File: config.mk
export PLATFORM = sky130hd
export DESIGN_NAME = sorted_timer_list_unit
export DESIGN_NICKNAME = d
export VERILOG_FILES = /design/src/rtl/core/stl_pkg.sv /design/src/rtl/core/stl_datapath.sv /design/src/rtl/core/stl_ctrl.sv /design/src/rtl/core/sorted_timer_list_unit.sv
export SDC_FILE = /design/constraint.sdc
export NUM_CORES = 2
export LEC_CHECK = 0
export BUFFER_PORTS_ARGS = -buffer_cell sky130_fd_sc_hd__buf_2
export CORE_UTILIZATION = 57
export CTS_BUF_LIST = sky130_fd_sc_hd__clkbuf_8 sky130_fd_sc_hd__clkbuf_16
export CTS_CLUSTER_SIZE = 16
export DETAILED_ROUTE_END_ITERATION = 7
export GPL_TIMING_DRIVEN = 1
export PLACE_DENSITY = 0.73
export REMOVE_ABC_BUFFERS = 1
export SKIP_LAST_GASP = 1
export SYNTH_ARGS = -nofsm -noshare
export SYNTH_HDL_FRONTEND = slang
export SYNTH_SLANG_ARGS = --single-unit
File: constraint.sdc
create_clock -name clk -period 9.1 [get_ports clk]
set_clock_uncertainty 0.2 [all_clocks]
set_input_delay 0.455 -clock clk [delete_from_list [all_inputs] [get_ports clk]]
set_output_delay 0.455 -clock clk [all_outputs]
set_load 0.1 [all_outputs]
File: src/rtl/core/stl_pkg.sv
// Shared types, codes and sizes for the sorted timer list.
package stl_pkg;

	localparam int unsigned DEPTH_DEF = 16;
	localparam int unsigned MAX_REPORT = 16;
	localparam int unsigned TIME_W = 32;
	localparam int unsigned ID_W = 16;
	localparam int unsigned DELAY_W = 20;

	typedef enum logic [1:0] {
		REQ_TICK   = 2'd0,
		REQ_START  = 2'd1,
		REQ_CANCEL = 2'd2,
		REQ_CLEAR  = 2'd3
	} req_t;

	typedef enum logic [1:0] {
		ST_OK        = 2'd0,
		ST_NOT_FOUND = 2'd1,
		ST_FULL      = 2'd2,
		ST_EXPIRED   = 2'd3
	} status_t;

	typedef enum logic [2:0] {
		S_IDLE,
		S_SCAN,
		S_SHIFT,
		S_TICK,
		S_EMIT
	} state_t;

	// Commands from the controller to the datapath.
	typedef struct packed {
		logic load;        // capture the request
		logic scan_step;   // advance scan pointer by one entry
		logic shift_step;  // move one entry one place
		logic commit;      // apply count change, write inserted entry
		logic tick_pop;    // report and drop the head entry
		logic clear;       // empty the list
		logic out_load;    // load the result register
		logic out_last;    // last flag for the loaded result
	} dp_cmd_t;

	// Status from the datapath to the controller.
	typedef struct packed {
		logic scan_done;   // scan pointer reached stopping place
		logic found;       // cancel matched at scan pointer
		logic full;        // list holds DEPTH entries
		logic shift_done;  // shifting pass finished
		logic head_expired;
		logic head_more;   // another expired entry behind the head
		logic out_busy;    // result register still occupied
	} dp_stat_t;

endpackage

File: src/rtl/core/stl_datapath.sv
// Datapath of the sorted timer list: entry registers, scan pointer, tick count and result register.
module stl_datapath #(
	parameter int unsigned DEPTH = stl_pkg::DEPTH_DEF
) (
	input  logic                      clk,
	input  logic                      arst_n,
	input  logic [1:0]                req_type,
	input  logic [stl_pkg::ID_W-1:0]  timer_id,
	input  logic [stl_pkg::DELAY_W-1:0] delay_ticks,
	input  stl_pkg::dp_cmd_t          cmd,
	output stl_pkg::dp_stat_t         stat,
	output logic                      out_valid,
	input  logic                      out_ready,
	output logic [1:0]                status,
	output logic [stl_pkg::ID_W-1:0]  result_id,
	output logic                      last
);
	import stl_pkg::*;

	localparam int unsigned PW = $clog2(DEPTH + 1);
	localparam int unsigned IW = $clog2(DEPTH);

	logic [TIME_W-1:0] exp_q [DEPTH];
	logic [ID_W-1:0]   ident_q [DEPTH];
	logic [PW-1:0]     count_q;
	logic [PW-1:0]     ptr_q;
	logic [PW-1:0]     sh_q;
	logic [TIME_W-1:0] now_q;
	logic [TIME_W-1:0] new_exp_q;
	logic [ID_W-1:0]   id_q;
	logic [1:0]        req_q;
	logic [4:0]        rep_q;
	logic              found_q;
	logic [TIME_W-1:0] diff;
	logic [TIME_W-1:0] head_diff;
	logic [TIME_W-1:0] next_diff;
	logic [IW-1:0]     ptr_idx;
	logic [IW-1:0]     sh_idx;
	logic              ptr_in;
	logic              ins_stop;
	logic              ident_hit;

	assign ptr_idx = ptr_q[IW-1:0];
	assign sh_idx = sh_q[IW-1:0];
	assign ptr_in = ptr_q < count_q;
	assign diff = new_exp_q - exp_q[ptr_idx];
	assign ident_hit = ident_q[ptr_idx] == id_q;
	// Insert stops before the first entry with a later expiry.
	assign ins_stop = diff[TIME_W-1];
	assign head_diff = now_q - exp_q[0];
	assign next_diff = now_q - exp_q[1];

	// Status toward the controller.
	always_comb begin
		stat = '0;
		stat.full = count_q == PW'(DEPTH);
		stat.found = (req_q == REQ_CANCEL) && ptr_in && ident_hit;
		if (req_q == REQ_CANCEL)
			stat.scan_done = !ptr_in || ident_hit;
		else
			stat.scan_done = !ptr_in || ins_stop;
		// Insert shifts down from count; cancel shifts up toward count.
		if (req_q == REQ_START)
			stat.shift_done = sh_q == ptr_q;
		else
			stat.shift_done = sh_q + PW'(1) >= count_q;
		stat.head_expired = (count_q != '0) && !head_diff[TIME_W-1]
			&& (rep_q != 5'(MAX_REPORT));
		stat.head_more = (count_q > PW'(1)) && !next_diff[TIME_W-1]
			&& (rep_q + 5'd1 != 5'(MAX_REPORT));
		stat.out_busy = out_valid;
	end

	// Control registers.
	always_ff @(posedge clk or negedge arst_n) begin
		if (!arst_n) begin
			count_q <= '0;
			now_q <= '0;
			ptr_q <= '0;
			sh_q <= '0;
			found_q <= 1'b0;
			rep_q <= '0;
			req_q <= REQ_TICK;
			out_valid <= 1'b0;
		end else begin
			if (out_valid && out_ready)
				out_valid <= 1'b0;
			if (cmd.load) begin
				req_q <= req_type;
				ptr_q <= '0;
				found_q <= 1'b0;
				rep_q <= '0;
				if (req_type == REQ_TICK)
					now_q <= now_q + TIME_W'(1);
			end
			if (cmd.scan_step) begin
				if (req_q == REQ_CANCEL && ptr_in && ident_hit) begin
					found_q <= 1'b1;
					sh_q <= ptr_q;
				end else if (ptr_in && !(req_q == REQ_START && ins_stop)) begin
					ptr_q <= ptr_q + PW'(1);
				end else begin
					sh_q <= count_q;
				end
			end
			if (cmd.shift_step) begin
				if (req_q == REQ_START)
					sh_q <= sh_q - PW'(1);
				else
					sh_q <= sh_q + PW'(1);
			end
			if (cmd.commit) begin
				if (req_q == REQ_START)
					count_q <= count_q + PW'(1);
				else if (found_q)
					count_q <= count_q - PW'(1);
			end
			if (cmd.tick_pop) begin
				count_q <= count_q - PW'(1);
				rep_q <= rep_q + 5'd1;
			end
			if (cmd.clear)
				count_q <= '0;
			if (cmd.out_load)
				out_valid <= 1'b1;
		end
	end

	// Payload: request capture, entry moves and result register.
	always_ff @(posedge clk) begin
		if (cmd.load) begin
			id_q <= timer_id;
			new_exp_q <= now_q + TIME_W'(delay_ticks);
		end
		if (cmd.shift_step) begin
			if (req_q == REQ_START) begin
				exp_q[sh_idx] <= exp_q[sh_idx - IW'(1)];
				ident_q[sh_idx] <= ident_q[sh_idx - IW'(1)];
			end else begin
				exp_q[sh_idx] <= exp_q[sh_idx + IW'(1)];
				ident_q[sh_idx] <= ident_q[sh_idx + IW'(1)];
			end
		end
		if (cmd.commit && req_q == REQ_START) begin
			exp_q[ptr_idx] <= new_exp_q;
			ident_q[ptr_idx] <= id_q;
		end
		// Popping the head moves every entry up one place.
		if (cmd.tick_pop) begin
			for (int i = 0; i < DEPTH - 1; i++) begin
				exp_q[i] <= exp_q[i + 1];
				ident_q[i] <= ident_q[i + 1];
			end
		end
		if (cmd.out_load) begin
			last <= cmd.out_last;
			unique case (req_q)
				REQ_TICK: begin
					status <= ST_EXPIRED;
					result_id <= ident_q[0];
				end
				REQ_START: begin
					status <= stat.full ? ST_FULL : ST_OK;
					result_id <= id_q;
				end
				REQ_CANCEL: begin
					status <= found_q ? ST_OK : ST_NOT_FOUND;
					result_id <= id_q;
				end
				default: begin
					status <= ST_OK;
					result_id <= '0;
				end
			endcase
		end
	end

endmodule

File: src/rtl/core/stl_ctrl.sv
// Controller state machine of the sorted timer list.
module stl_ctrl (
	input  logic              clk,
	input  logic              arst_n,
	input  logic              in_valid,
	output logic              in_ready,
	input  logic [1:0]        req_type,
	input  stl_pkg::dp_stat_t stat,
	output stl_pkg::dp_cmd_t  cmd
);
	import stl_pkg::*;

	state_t state_q, state_d;
	logic [1:0] req_q;

	always_ff @(posedge clk or negedge arst_n) begin
		if (!arst_n) begin
			state_q <= S_IDLE;
			req_q <= REQ_TICK;
		end else begin
			state_q <= state_d;
			if (in_valid && in_ready)
				req_q <= req_type;
		end
	end

	// Next state.
	always_comb begin
		state_d = state_q;
		unique case (state_q)
			S_IDLE:
				if (in_valid)
					state_d = (req_type == REQ_TICK) ? S_TICK
						: (req_type == REQ_CLEAR) ? S_EMIT : S_SCAN;
			S_SCAN:
				if (req_q == REQ_START && stat.full)
					state_d = S_EMIT;
				else if (stat.found || stat.scan_done)
					state_d = (req_q == REQ_CANCEL && !stat.found) ? S_EMIT : S_SHIFT;
			S_SHIFT:
				if (stat.shift_done)
					state_d = S_EMIT;
			S_TICK:
				if (!stat.head_expired || !stat.head_more)
					state_d = stat.head_expired ? S_EMIT : S_IDLE;
			S_EMIT:
				if (!stat.out_busy)
					state_d = S_IDLE;
			default: state_d = S_IDLE;
		endcase
	end

	// Outputs.
	always_comb begin
		cmd = '0;
		in_ready = 1'b0;
		unique case (state_q)
			S_IDLE: begin
				in_ready = 1'b1;
				cmd.load = in_valid;
			end
			S_SCAN:
				cmd.scan_step = !(req_q == REQ_START && stat.full);
			S_SHIFT:
				if (!stat.shift_done)
					cmd.shift_step = 1'b1;
			S_TICK:
				if (stat.head_expired && !stat.out_busy && stat.head_more) begin
					cmd.out_load = 1'b1;
					cmd.tick_pop = 1'b1;
				end
			S_EMIT:
				if (!stat.out_busy) begin
					cmd.out_load = 1'b1;
					cmd.out_last = 1'b1;
					if (req_q == REQ_TICK)
						cmd.tick_pop = 1'b1;
					else if (req_q == REQ_CLEAR)
						cmd.clear = 1'b1;
					else if (!(req_q == REQ_START && stat.full))
						cmd.commit = 1'b1;
				end
			default: ;
		endcase
	end

endmodule

File: src/rtl/core/sorted_timer_list_unit.sv
// Sorted timer list: up to DEPTH timers kept in expiry order over a tick count.
// A start scans, shifts and emits; on a full list it goes straight from scan to emit.
// A cancel scans, shifts only if the timer was found, then emits; a clear goes straight to emit.
// A tick returns to idle with nothing expired, else reports each expired entry in turn.
// One request is in work at a time; the result register lets the next request enter.
// Reset empties the list and zeroes the tick count; entry contents stay undefined.
module sorted_timer_list_unit #(
	parameter int unsigned DEPTH = stl_pkg::DEPTH_DEF
) (
	input  logic                         clk,
	input  logic                         arst_n,
	input  logic                         in_valid,
	output logic                         in_ready,
	input  logic [1:0]                   req_type,
	input  logic [stl_pkg::ID_W-1:0]     timer_id,
	input  logic [stl_pkg::DELAY_W-1:0]  delay_ticks,
	output logic                         out_valid,
	input  logic                         out_ready,
	output logic [1:0]                   status,
	output logic [stl_pkg::ID_W-1:0]     result_id,
	output logic                         last
);
	import stl_pkg::*;

	dp_cmd_t  cmd;
	dp_stat_t stat;

	stl_ctrl u_ctrl (
		.clk(clk), .arst_n(arst_n), .in_valid(in_valid), .in_ready(in_ready),
		.req_type(req_type), .stat(stat), .cmd(cmd)
	);

	stl_datapath #(.DEPTH(DEPTH)) u_dp (
		.clk(clk), .arst_n(arst_n), .req_type(req_type), .timer_id(timer_id),
		.delay_ticks(delay_ticks), .cmd(cmd), .stat(stat), .out_valid(out_valid),
		.out_ready(out_ready), .status(status), .result_id(result_id), .last(last)
	);

endmodule
==> impl_metrics.csv <==
group,metric,value,unit
drt,antenna_left,0,
cells_and_area,fillers,7575,
drt,routed_wl,163000,um
synth,synth_commonest_cells,"edfxtp_1, a21o_1, mux4_2",
grt,grt_usage,0.321,
cells_and_area,antenna_cells,0,
cts,cts.sinks,894,
synth,synth_cell_types,74,
grt,antenna_found_initial,0,
setup_path,reg2reg_depth,16,
grt,grt_max_degree,222,
placed_design,post-place-ws,2880,ps
cells_and_area,nNetsFinal,4496,
synth,avgSynthCellArea,12.8,sq um
synth,synth_ff_type,"edfxtp_1",
sta,hold_violations,0,
cts,insertion_delay,690,ps
cells_and_area,drive_gt1_frac,0.192,
sta,setup_viol,0,
setup_path,critical_path.startpoint_type,"flop",
sta,slew_headroom,0.00369,
grt,grt_pass1_wl,249000,um
cts,cts_tree,"yes",
cts,numCtsBuffers,99,
cts,cts_max_path_buffers,3,
sta,tightestPinTransition,1490,ps
floorplan,initial_utilization,0.575,
synth,synth_seq_area_share,0.463,
synth,yosysMostFrequentCell,"edfxtp_1",
setup_path,criticalPathCategory,"flop to flop",
drt,drt-vias-per-instance,7.07,
drt,dr.pass1.iters,6,
synth,synth_top_area_cell,"edfxtp_1",
floorplan,core,99900,sq um
synth,syn-cell-area,57400,sq um
hold_path,hold_class,"input pin to flop",
sta,fmax,157,MHz
placed_design,dpl-instance-area,58100,sq um
synth,synth_top_area_share,0.437,
synth,syn_inst,4488,
setup_path,worstPathMaxFanout,88,
grt,grt_overflow_total,0,
cells_and_area,finish.instance_area,61800,sq um
sta,min_period,6350,ps
job,cap_violations,0,
setup_path,cp_data_arrival_time,6750,ps
cts,h-tree-depth,3,
sta,whs,76.0,ps
synth,async_flop_share,0.0660,
floorplan,fp.dieW,319,um
placed_design,portBuffers,62,
setup_path,cp.required,9500,ps
grt,grt_pass1_vias,39400,
sta,fin_setup_tns,0,ps
setup_path,crit_path_end_kind,"flop",
synth,synthTopCellsByArea,"edfxtp_1, mux4_2, a21o_1, mux2i_1, ha_1",
sta,setup_slack,2750,ps
cts,cts.clk_slew.worst_paths,70,ps
sta,rsz0062_at_grt,"false",
cts,cts_resized,0,
floorplan,die-area,102000,sq um
sta,final-max-slew-violation-count,0,
cts,postCtsHoldBufs,22,
cts,postCtsSetupRepairBufs,0,
synth,yosys_warnings,0,
sta,period_share,0.698,
placed_design,gp_congestion,0.875,
drt,drc,0,
drt,vias,40300,
synth,ys_seq_elements,894,
floorplan,die_y,319,um
placed_design,dpl.hpwl,98800,um
status,status,"complete, no violations",
floorplan,top_level_ports,63,
hold_path,hold-path-cell-count,3,
drt,wire_per_inst,28.6,um
floorplan,rows,116,
cells_and_area,syn2layout_area_growth,7.78,%
drt,first_iter_violations,5481,
synth,synth-edff-count,835,
cts,root_buffer,"clkbuf_16",
==> final cells by class <==
cell class / instances / area [sq um] / share of cell area
Clock inverter: 81 / 863 / 0.0140
Timing Repair Buffer: 155 / 1280 / 0.0207
Clock buffer: 106 / 2630 / 0.0425
Sequential cell: 894 / 26600 / 0.430
Multi-Input combinational cell: 3038 / 28400 / 0.459
Tap cell: 1298 / 1620 / 0.0263
Inverter: 132 / 497 / 0.00803
==> metrics by stage <==
step                       util  cells
after CTS                 0.619   5704
after global routing      0.619   5704
after floorplan               -   4064
after detailed placement  0.582   5495
after global placement    0.582   5495
final                     0.619   5704
==> path summary, 6_finish.rpt <==
check | from | endpoint | slack (ps)
min reg2reg | u_dp.ident_q[11][7] | u_dp.ident_q[10][7] | 370
min in group asynchronous | arst_n | u_dp.ptr_q[3] | 450
max in group asynchronous | arst_n | u_dp.sh_q[0] | 7500
max | u_dp.ptr_q[1] | u_dp.ptr_q[3] | 2750
max reg2reg | u_dp.ptr_q[1] | u_dp.ptr_q[3] | 2750
min | delay_ticks[5] | u_dp.new_exp_q[5] | 80
==> registers in the layout, summed over array words and instances (netlist names) <==
register        flops
u_dp.exp_q        512
u_dp.ident_q      256
u_dp.new_exp_q     32
u_dp.now_q         32
u_dp.id_q          16
u_dp.result_id     16
u_dp.count_q        5
u_dp.ptr_q          5
u_dp.rep_q          5
u_dp.sh_q           5
u_ctrl.state_q      3
u_dp.status         2
u_ctrl.req_q        1
u_dp.found_q        1
u_dp.last           1
u_dp.out_valid      1
u_dp.req_q          1
==> placed cells by master (no fill, tap or decap), types with 54 or more instances in the layout <==
cell type / count
a21o_1: 751
ha_1: 132
nor2_1: 114
o21ai_0: 273
buf_2: 61
a21oi_1: 104
xnor2_1: 57
o211ai_1: 57
mux2i_1: 250
edfxtp_1: 835
inv_1: 142
mux4_2: 449
clkbuf_16: 104
nand2_1: 353
dfrtp_1: 54
buf_4: 55
mux2_2: 66
==> worst max-delay path: stages, from the launching register on <==
cell	delay, ps
dfrtp_4	880
buf_12	610
mux4_2	620
mux4_2	490
inv_1	70
ha_1	160
nand4_1	250
nor4_1	540
nand2_1	220
a31oi_1	570
o211a_1	210
nor4_1	70
buf_4	180
nand2_1	60
nand3_1	360
or3_1	500
a21oi_1	130
==> cell families (layout without fill, tap and decap cells) <==
logic type | count (synthesis) | count (layout) | share of synthesized area
flip-flops | 894 | 894 | 0.463
buffers and inverters | 556 | 474 | 0.0469
AND/OR/NAND/NOR | 687 | 687 | 0.0539
adder cells (fa/ha/maj) | 134 | 134 | 0.0293
AO/OA/AOI/OAI | 1355 | 1355 | 0.159
XOR/XNOR | 92 | 92 | 0.0140
multiplexers | 770 | 770 | 0.234
==> metal layers <==
layer  part of all wire  GRT usage
met3               0.10     0.0584
met1               0.39      0.454
met2               0.47      0.497
met5                  0          0
met4              0.037      0.121
Power is not shown: default switching activity piles up to over one toggle a cycle in this logic, so the estimate is an artifact.
